$ cat src/rtl/pvu_pkg.sv
package pvu_pkg;

  localparam int RANK_W = 32;
  localparam int DEG_W  = 24;
  localparam int DAMP_W = 16;
  localparam int SUM_W  = 48;
  localparam int ID_W   = 32;
  localparam int TAG_W  = 8;
  localparam int PROD_W = SUM_W + DAMP_W;
  localparam int HALF_W = SUM_W / 2;

  localparam logic [DAMP_W-1:0] DAMPING_RST   = 16'd55706;
  localparam logic [RANK_W-1:0] BASE_RANK_RST = 32'd9830;

  localparam logic REG_DAMPING   = 1'b0;
  localparam logic REG_BASE_RANK = 1'b1;

  typedef struct packed {
    logic              do_div;
    logic              is_last;
    logic [RANK_W-1:0] rank;
    logic [DEG_W-1:0]  degree;
    logic [ID_W-1:0]   vertex_id;
    logic [TAG_W-1:0]  vertex_tag;
  } pvu_item_t;

  typedef enum logic [5:0] {
    S_IDLE   = 6'b000001,
    S_DIV    = 6'b000010,
    S_ACC    = 6'b000100,
    S_MUL_LO = 6'b001000,
    S_MUL_HI = 6'b010000,
    S_FIN    = 6'b100000
  } pvu_state_t;

endpackage

$ cat src/rtl/pvu_front.sv
module pvu_front #(
  parameter int DEGREE_BITS = 24
) (
  input  logic                             clk,
  input  logic                             rst_n,
  input  logic                             in_valid,
  output logic                             in_ready,
  input  logic                             in_has_message,
  input  logic                             in_is_last,
  input  logic [pvu_pkg::RANK_W-1:0]       in_msg_rank,
  input  logic [pvu_pkg::DEG_W-1:0]        in_msg_degree,
  input  logic [pvu_pkg::ID_W-1:0]         in_vertex_id,
  input  logic [pvu_pkg::TAG_W-1:0]        in_vertex_tag,
  output logic                             q_valid,
  output pvu_pkg::pvu_item_t               q_item,
  input  logic                             q_pop
);

  localparam int DegUse = (DEGREE_BITS < pvu_pkg::DEG_W) ? DEGREE_BITS : pvu_pkg::DEG_W;
  localparam logic [pvu_pkg::DEG_W-1:0] DegMask =
    pvu_pkg::DEG_W'((33'd1 << DegUse) - 33'd1);
  localparam int QDepth = 2;
  localparam int PtrW   = $clog2(QDepth);

  pvu_pkg::pvu_item_t  mem_r [QDepth];
  pvu_pkg::pvu_item_t  item;
  logic [PtrW-1:0]     wr_ptr_r, wr_ptr_nxt;
  logic [PtrW-1:0]     rd_ptr_r, rd_ptr_nxt;
  logic [PtrW:0]       cnt_r, cnt_nxt;
  logic [pvu_pkg::DEG_W-1:0] degree;
  logic                push;
  logic                pop;

  assign degree = in_msg_degree & DegMask;

  always_comb begin
    item.do_div     = in_has_message && (degree != '0);
    item.is_last    = in_is_last;
    item.rank       = in_msg_rank;
    item.degree     = degree;
    item.vertex_id  = in_vertex_id;
    item.vertex_tag = in_vertex_tag;
  end

  assign in_ready = (cnt_r != (PtrW+1)'(QDepth));
  assign q_valid  = (cnt_r != '0);
  assign q_item   = mem_r[rd_ptr_r];
  assign push     = in_valid && in_ready;
  assign pop      = q_pop && q_valid;

  always_comb begin
    wr_ptr_nxt = push ? PtrW'(wr_ptr_r + 1'b1) : wr_ptr_r;
    rd_ptr_nxt = pop ? PtrW'(rd_ptr_r + 1'b1) : rd_ptr_r;
    cnt_nxt    = cnt_r;
    if (push && !pop) begin
      cnt_nxt = cnt_r + 1'b1;
    end else if (pop && !push) begin
      cnt_nxt = cnt_r - 1'b1;
    end
  end

  always_ff @(posedge clk) begin
    if (!rst_n) begin
      wr_ptr_r <= '0;
      rd_ptr_r <= '0;
      cnt_r    <= '0;
    end else begin
      wr_ptr_r <= wr_ptr_nxt;
      rd_ptr_r <= rd_ptr_nxt;
      cnt_r    <= cnt_nxt;
    end
  end

  always_ff @(posedge clk) begin
    if (push) begin
      mem_r[wr_ptr_r] <= item;
    end
  end

endmodule

$ cat src/rtl/pvu_back.sv
module pvu_back (
  input  logic                             clk,
  input  logic                             rst_n,
  input  logic [pvu_pkg::DAMP_W-1:0]       damping,
  input  logic [pvu_pkg::RANK_W-1:0]       base_rank,
  input  logic                             q_valid,
  input  pvu_pkg::pvu_item_t               q_item,
  output logic                             q_pop,
  output logic                             out_valid,
  input  logic                             out_ready,
  output logic [pvu_pkg::ID_W-1:0]         out_vertex_id,
  output logic [pvu_pkg::RANK_W-1:0]       out_new_rank,
  output logic [pvu_pkg::TAG_W-1:0]        out_vertex_tag,
  output logic                             out_saturated
);

  localparam int RankW = pvu_pkg::RANK_W;
  localparam int DegW  = pvu_pkg::DEG_W;
  localparam int SumW  = pvu_pkg::SUM_W;
  localparam int HalfW = pvu_pkg::HALF_W;
  localparam int ProdW = pvu_pkg::PROD_W;
  localparam int PartW = HalfW + pvu_pkg::DAMP_W;
  localparam int CntW  = $clog2(RankW);

  pvu_pkg::pvu_state_t state_r, state_nxt;
  pvu_pkg::pvu_item_t  item_r, item_nxt;
  logic [RankW-1:0]    quo_r, quo_nxt;
  logic [DegW-1:0]     rem_r, rem_nxt;
  logic [CntW-1:0]     cnt_r, cnt_nxt;
  logic [SumW-1:0]     sum_r, sum_nxt;
  logic [PartW-1:0]    plo_r, plo_nxt;
  logic [ProdW-1:0]    prod_r, prod_nxt;
  logic                out_valid_r, out_valid_nxt;
  logic [pvu_pkg::ID_W-1:0]  out_id_r, out_id_nxt;
  logic [RankW-1:0]          out_rank_r, out_rank_nxt;
  logic [pvu_pkg::TAG_W-1:0] out_tag_r, out_tag_nxt;
  logic                      out_sat_r, out_sat_nxt;

  logic [DegW:0]       trial;
  logic                fits;
  logic [SumW:0]       acc;
  logic [PartW-1:0]    phi;
  logic [SumW:0]       total;

  always_comb begin
    trial = {rem_r, quo_r[RankW-1]};
    fits  = (trial >= {1'b0, item_r.degree});
    acc   = {1'b0, sum_r} + (SumW+1)'(quo_r);
    phi   = PartW'(sum_r[SumW-1:HalfW]) * PartW'(damping);
    total = (SumW+1)'(prod_r[ProdW-1:pvu_pkg::DAMP_W]) + (SumW+1)'(base_rank);
  end

  always_comb begin
    state_nxt     = state_r;
    item_nxt      = item_r;
    quo_nxt       = quo_r;
    rem_nxt       = rem_r;
    cnt_nxt       = cnt_r;
    sum_nxt       = sum_r;
    plo_nxt       = plo_r;
    prod_nxt      = prod_r;
    out_valid_nxt = out_valid_r && !out_ready;
    out_id_nxt    = out_id_r;
    out_rank_nxt  = out_rank_r;
    out_tag_nxt   = out_tag_r;
    out_sat_nxt   = out_sat_r;
    q_pop         = 1'b0;
    case (state_r)
      pvu_pkg::S_IDLE: begin
        q_pop = q_valid;
        if (q_valid) begin
          item_nxt = q_item;
          quo_nxt  = q_item.rank;
          rem_nxt  = '0;
          cnt_nxt  = '1;
          if (q_item.do_div) begin
            state_nxt = pvu_pkg::S_DIV;
          end else if (q_item.is_last) begin
            state_nxt = pvu_pkg::S_MUL_LO;
          end
        end
      end
      pvu_pkg::S_DIV: begin
        rem_nxt = fits ? DegW'(trial - {1'b0, item_r.degree}) : trial[DegW-1:0];
        quo_nxt = {quo_r[RankW-2:0], fits};
        cnt_nxt = cnt_r - 1'b1;
        if (cnt_r == '0) begin
          state_nxt = pvu_pkg::S_ACC;
        end
      end
      pvu_pkg::S_ACC: begin
        sum_nxt   = acc[SumW] ? '1 : acc[SumW-1:0];
        state_nxt = item_r.is_last ? pvu_pkg::S_MUL_LO : pvu_pkg::S_IDLE;
      end
      pvu_pkg::S_MUL_LO: begin
        plo_nxt   = PartW'(sum_r[HalfW-1:0]) * PartW'(damping);
        state_nxt = pvu_pkg::S_MUL_HI;
      end
      pvu_pkg::S_MUL_HI: begin
        prod_nxt  = {phi, HalfW'(0)} + ProdW'(plo_r);
        state_nxt = pvu_pkg::S_FIN;
      end
      pvu_pkg::S_FIN: begin
        if (!out_valid_r || out_ready) begin
          out_valid_nxt = 1'b1;
          out_id_nxt    = item_r.vertex_id;
          out_tag_nxt   = item_r.vertex_tag;
          out_sat_nxt   = (total[SumW:RankW] != '0);
          out_rank_nxt  = out_sat_nxt ? '1 : total[RankW-1:0];
          sum_nxt       = '0;
          state_nxt     = pvu_pkg::S_IDLE;
        end
      end
      default: begin
        state_nxt = pvu_pkg::S_IDLE;
      end
    endcase
  end

  always_ff @(posedge clk) begin
    if (!rst_n) begin
      state_r     <= pvu_pkg::S_IDLE;
      sum_r       <= '0;
      out_valid_r <= 1'b0;
    end else begin
      state_r     <= state_nxt;
      sum_r       <= sum_nxt;
      out_valid_r <= out_valid_nxt;
    end
  end

  always_ff @(posedge clk) begin
    item_r     <= item_nxt;
    quo_r      <= quo_nxt;
    rem_r      <= rem_nxt;
    cnt_r      <= cnt_nxt;
    plo_r      <= plo_nxt;
    prod_r     <= prod_nxt;
    out_id_r   <= out_id_nxt;
    out_rank_r <= out_rank_nxt;
    out_tag_r  <= out_tag_nxt;
    out_sat_r  <= out_sat_nxt;
  end

  assign out_valid      = out_valid_r;
  assign out_vertex_id  = out_id_r;
  assign out_new_rank   = out_rank_r;
  assign out_vertex_tag = out_tag_r;
  assign out_saturated  = out_sat_r;

endmodule

$ cat src/rtl/pagerank_vertex_update_unit.sv
// Channel   Direction  Handshake            Word
// in_       input      in_valid/in_ready    one rank message or empty marker
// out_      output     out_valid/out_ready  updated rank of one vertex
// cfg_      input      cfg_we               damping or base_rank register write
//
// A message with nonzero degree passes through the back end in order: the
// queue pop, the radix-2 restoring divider, and the accumulate. An empty marker
// only pops the queue. The last word adds two multiply steps and the final add.
// A two-word queue lets input words land while the divider runs.
// Reset is synchronous, active low, and clears the accumulator, the queue and
// the output register.
// A result waiting at the output stalls the back end only at the final step.
module pagerank_vertex_update_unit #(
  parameter int DEGREE_BITS = 24
) (
  input  logic                             clk,
  input  logic                             rst_n,
  input  logic                             cfg_we,
  input  logic                             cfg_index,
  input  logic [pvu_pkg::RANK_W-1:0]       cfg_wdata,
  input  logic                             in_valid,
  output logic                             in_ready,
  input  logic                             in_has_message,
  input  logic                             in_is_last,
  input  logic [pvu_pkg::RANK_W-1:0]       in_msg_rank,
  input  logic [pvu_pkg::DEG_W-1:0]        in_msg_degree,
  input  logic [pvu_pkg::ID_W-1:0]         in_vertex_id,
  input  logic [pvu_pkg::TAG_W-1:0]        in_vertex_tag,
  output logic                             out_valid,
  input  logic                             out_ready,
  output logic [pvu_pkg::ID_W-1:0]         out_vertex_id,
  output logic [pvu_pkg::RANK_W-1:0]       out_new_rank,
  output logic [pvu_pkg::TAG_W-1:0]        out_vertex_tag,
  output logic                             out_saturated
);

  logic [pvu_pkg::DAMP_W-1:0] damping_r;
  logic [pvu_pkg::RANK_W-1:0] base_rank_r;
  logic                       q_valid;
  logic                       q_pop;
  pvu_pkg::pvu_item_t         q_item;

  always_ff @(posedge clk) begin
    if (!rst_n) begin
      damping_r   <= pvu_pkg::DAMPING_RST;
      base_rank_r <= pvu_pkg::BASE_RANK_RST;
    end else if (cfg_we) begin
      case (cfg_index)
        pvu_pkg::REG_DAMPING:   damping_r   <= cfg_wdata[pvu_pkg::DAMP_W-1:0];
        pvu_pkg::REG_BASE_RANK: base_rank_r <= cfg_wdata;
        default: ;
      endcase
    end
  end

  pvu_front #(
    .DEGREE_BITS(DEGREE_BITS)
  ) u_front (
    .clk           (clk),
    .rst_n         (rst_n),
    .in_valid      (in_valid),
    .in_ready      (in_ready),
    .in_has_message(in_has_message),
    .in_is_last    (in_is_last),
    .in_msg_rank   (in_msg_rank),
    .in_msg_degree (in_msg_degree),
    .in_vertex_id  (in_vertex_id),
    .in_vertex_tag (in_vertex_tag),
    .q_valid       (q_valid),
    .q_item        (q_item),
    .q_pop         (q_pop)
  );

  pvu_back u_back (
    .clk           (clk),
    .rst_n         (rst_n),
    .damping       (damping_r),
    .base_rank     (base_rank_r),
    .q_valid       (q_valid),
    .q_item        (q_item),
    .q_pop         (q_pop),
    .out_valid     (out_valid),
    .out_ready     (out_ready),
    .out_vertex_id (out_vertex_id),
    .out_new_rank  (out_new_rank),
    .out_vertex_tag(out_vertex_tag),
    .out_saturated (out_saturated)
  );

`ifndef ASSERT_OFF
  a_pop_nonempty: assert property (@(posedge clk) disable iff (!rst_n)
    q_pop |-> q_valid)
    else $error("queue popped while empty");

  a_full_nonempty: assert property (@(posedge clk) disable iff (!rst_n)
    !in_ready |-> q_valid)
    else $error("input stalled with empty queue");

  a_sat_clip: assert property (@(posedge clk) disable iff (!rst_n)
    out_valid && out_saturated |-> out_new_rank == '1)
    else $error("saturated result not clipped");
`endif

endmodule
$ cat config.mk
export PLATFORM = sky130hd
export DESIGN_NAME = pagerank_vertex_update_unit
export DESIGN_NICKNAME = d
export VERILOG_FILES = /design/src/rtl/pvu_pkg.sv /design/src/rtl/pvu_front.sv /design/src/rtl/pvu_back.sv /design/src/rtl/pagerank_vertex_update_unit.sv
export SDC_FILE = /design/constraint.sdc
export NUM_CORES = 2
export LEC_CHECK = 0
export ABC_CLOCK_PERIOD_IN_PS = 7250
export CORE_MARGIN = 2
export CORE_UTILIZATION = 45
export DETAILED_ROUTE_END_ITERATION = 10
export DONT_BUFFER_PORTS = 1
export GPL_TIMING_DRIVEN = 0
export SKIP_LAST_GASP = 1
export SLEW_MARGIN = 20
export SYNTH_ARGS = -nofsm -noshare
export SYNTH_HDL_FRONTEND = slang
export SYNTH_SLANG_ARGS = --single-unit
$ cat constraint.sdc
create_clock -name clk -period 7.25 [get_ports clk]
set_clock_uncertainty 0.2 [all_clocks]
set_input_delay 1.0875 -clock clk [delete_from_list [all_inputs] [get_ports clk]]
set_output_delay 1.0875 -clock clk [all_outputs]
set_load 0.05 [all_outputs]
==> reports/results.txt <==
status - finished, violations left
failing checks - negative setup slack
fmax - 135 MHz
Final Wtd Congestion - 0.935
Slew Viols, Final - 0
Finish-stage setup viols - 6
Synth cell types - 82
mux contribution to synthesized area - 0.0262
EDFF count, synth - 467
top cells by area, synth - edfxtp_1 28%, fa_1 24%, ha_1 8.1%
Synth Cell Area - 50600 um2
Synth area leader - edfxtp_1
via count - 36400
WS Path Type - register to register
hold bufs inserted after CTS - 0
prevailing post-synth register cell - edfxtp_1
sw power - 0.00346 W
Final #Nets - 6274
post-route ant nets - 0
proportion of layout cells with a drive suffix above 1 - 0.119
Post-Layout Cell Count - 6747
starting density of the core - 0.452
endpoint of the worst register-to-register path - u_back.prod_r[61]
DRT iter0 DRCs - 2583
Area Growth Syn to Fin - 13.9%
Via density - 5.39
CTS H-Tree Depth - 3
core area - 112000 um2
# Max-Cap Violations - 0
switch share - 0.313
initial antenna violation count - 3
Clock Path Buffers - 3
RSZ-0062 raised after global routing - true
dpl hpwl - 109000 um
CTS tree - done
Post-Route Utilization - 0.514
DRT Pass-1 Iters - 8
Final min period - 7.42 ns
Hold EP - u_back.out_vertex_id[3]
Sequential Power Share - 0.418
Mapped Cells - 5012
Worst Tran Pin Value - 1.15 ns
Synth Area in Simple Gates - 0.142
Chip Width - 339 um
die footprint - 115000 um2
fraction of the mapped netlist area in adder cells - 0.324
FF+latch count, synth - 575
CTS root buffer - clkbuf_16
DR WL/cell - 20.7 um
worst r2r path cells - 25
dpl cells - 6526
Reg clk slew, reported paths - 0.06 ns
RR Startpoint - damping_r[12]
first-pass GRT wire length - 216000 um
hold depth - 0
vias in the first global route - 37200
Avg Synthesized Cell Area - 10.1 um2
Max VDD drop - 0.310 mV
Overflow after GRT - 0
drt drc - 0
Final WS setup - -0.166 ns
CTS Sinks - 575
CP Data Arrival Time - 7.59 ns
antenna fix cells - 0
final hold slack - 0.215 ns
pre-CTS setup slack - -1.54 ns
drt total wl - 140000 um
largest family of logic cells by synthesized area - adder cells
post-route cell area - 57600 um2
largest net degree at the start of global routing - 49
pwr/cell area - 191 nW/um2
endpoint class of the critical path - register
YS warnings - 0
final worst path period share - 1.02
reg2reg setup slack - -0.17 ns
Synth Area in Compound Gates - 0.0866
row count - 123
Hold Crit Class - register to register
Critical Path Fanout Max - 10
XOR/XNOR Fraction of Synth Area - 0.0278
Rel. slew slack - 0.236
ys async rst share - 0
cts bufs inserted - 67
placed cell areas - 52800 um2
leakage - 24.3 nW
Critical Path RT - 7.42 ns
Critical Path Start Type - register
hold path startpoint - u_back.item_r[11]
Final Hold Viols - 0
Clk pwr share - 0.317
All-Layer GR Usage - 0.242
die height - 339 um
clock latency on the worst-skew pair - 0.64 ns
internal power - 0.00757 W
sequential element share of the synthesized area - 0.320
Port Buffers - 0
Comb pwr share - 0.265
post-synth top area share - 0.277
# IOs - 211
Post-synth top cells - 761 x nand2_1, 738 x inv_1, 615 x fa_1
count leader, synth - nand2_1
synthesized net count - 6090
timing repair:
| item | 4_1_cts | 5_1_grt |
|---|---|---|
| pin swaps | 28 | 73 |
| setup endpoints to repair | 46 | 32 |
| gates cloned | 0 | 2 |
| buffers inserted | 44 | 65 |
| resized for setup | 341 | 255 |
cell families (layout without fill, tap and decap cells):
group	after synthesis	after routing
buf+inv	980	1215
compound gates	694	694
flops	575	575
xor+xnor	160	160
fa+ha+maj	942	942
simple gates	1537	1537
mux	124	124
power groups by stage:
stage / combinational [W] / sequential (W) / clock, W
after global placement: 0.00273 / 0.00475 / 0
after detailed placement: 0.00285 / 0.00468 / 0
final: 0.00292 / 0.00461 / 0.00350
after global routing: 0.00323 / 0.00467 / 0.00371
after floorplan: 0.00210 / 0.00462 / 0
after CTS: 0.00290 / 0.00461 / 0.00358
area by class of cell:
class,count,area (um2)
Sequential cell,575,16300
Tap cell,1500,1880
Multi-Input combinational cell,3457,31400
Fill cell,10200,54400
Timing Repair Buffer,124,1200
Inverter,739,2780
Clock inverter,35,442
Buffer,232,1760
Clock buffer,85,1850
metal layers:
metal	global-route usage	wire, um	share of wire
met1	0.321	58200	0.42
met2	0.394	63800	0.46
met3	0.0565	12700	0.091
met4	0.0761	4940	0.035
met5	0	10	0.000072
cells in the final DEF, fill, tap and decap left out, types with 20 or more instances in the layout:
cell       netlist  routed
nand4_1         32      32
nand3_1         70      67
dfxtp_4          0      20
clkbuf_1       218      92
mux2i_1         56      56
buf_6            3      35
nor2b_1         25      24
fa_1           615     605
a21oi_1        262     250
a211oi_1        35      30
buf_4            4     115
o21a_1          34      33
mux2_2          67      67
nor3_1          40      38
and3_1          37      35
xnor2_1         96      91
clkbuf_4         0      24
inv_1          738     725
nand2b_1        21      20
clkbuf_2         1      28
o21ai_0        105      95
o21bai_1        23      21
clkbuf_16        0      77
clkbuf_8         0      23
dfxtp_1        108      69
xor2_1          63      62
and2_1         282     275
ha_1           327     313
nand2_1        761     754
edfxtp_1       467     467
a21o_1          64      64
nor2_1         197     190
worst max path at each step:
stage                                 from                   end  slack (ns)  cells past startpoint
after floorplan               damping_r[1]     u_back.prod_r[63]       0.001                     27
after global placement    u_front.cnt_r[0]  u_front.mem_r[0][74]       -1.68                      3
after detailed placement     damping_r[11]     u_back.prod_r[61]       -1.54                     25
after CTS                     damping_r[6]      u_back.plo_r[27]       -0.03                     25
after global routing          damping_r[4]     u_back.prod_r[63]       -0.36                     26
final                        damping_r[12]     u_back.prod_r[61]       -0.17                     25
state kept, by name, indices dropped and copies added, names as in the netlist, 32 cells and up, named ones only:
register,flops
u_back.item_r,65
u_back.out_vertex_id,32
u_back.prod_r,48
u_back.out_new_rank,32
u_front.mem_r,196
u_back.sum_r,48
base_rank_r,32
u_back.quo_r,32
through the flow:
step | setup TNS, ns | power (W)
4_1_cts | -0.0321 | 0.0111
5_1_grt | -2.29 | 0.0116
3_5_place_dp | -36.83 | 0.00753
6_report | -0.573 | 0.0110
3_3_place_gp | -204.31 | 0.00748
2_1_floorplan | 0 | 0.00673
critical path, stage by stage (launching register included):
cell       delay (ns)
dfxtp_2          0.33
clkbuf_1         0.43
and2_1           0.36
fa_1             0.40
fa_1             0.38
inv_1            0.08
fa_2             0.42
inv_1            0.09
fa_2             0.46
fa_1             0.58
inv_1            0.07
fa_1             0.54
inv_2            0.05
ha_4             0.26
buf_6            0.12
a21oi_2          0.06
o21ai_2          0.21
a2111oi_4        0.07
o32a_4           0.39
a21o_1           0.20
a311o_1          0.38
nor4_4           0.36
nand3b_1         0.20
or2_4            0.31
nor2_4           0.13
xor2_2           0.07
No activity file was read; power rests on OpenSTA's default activity.
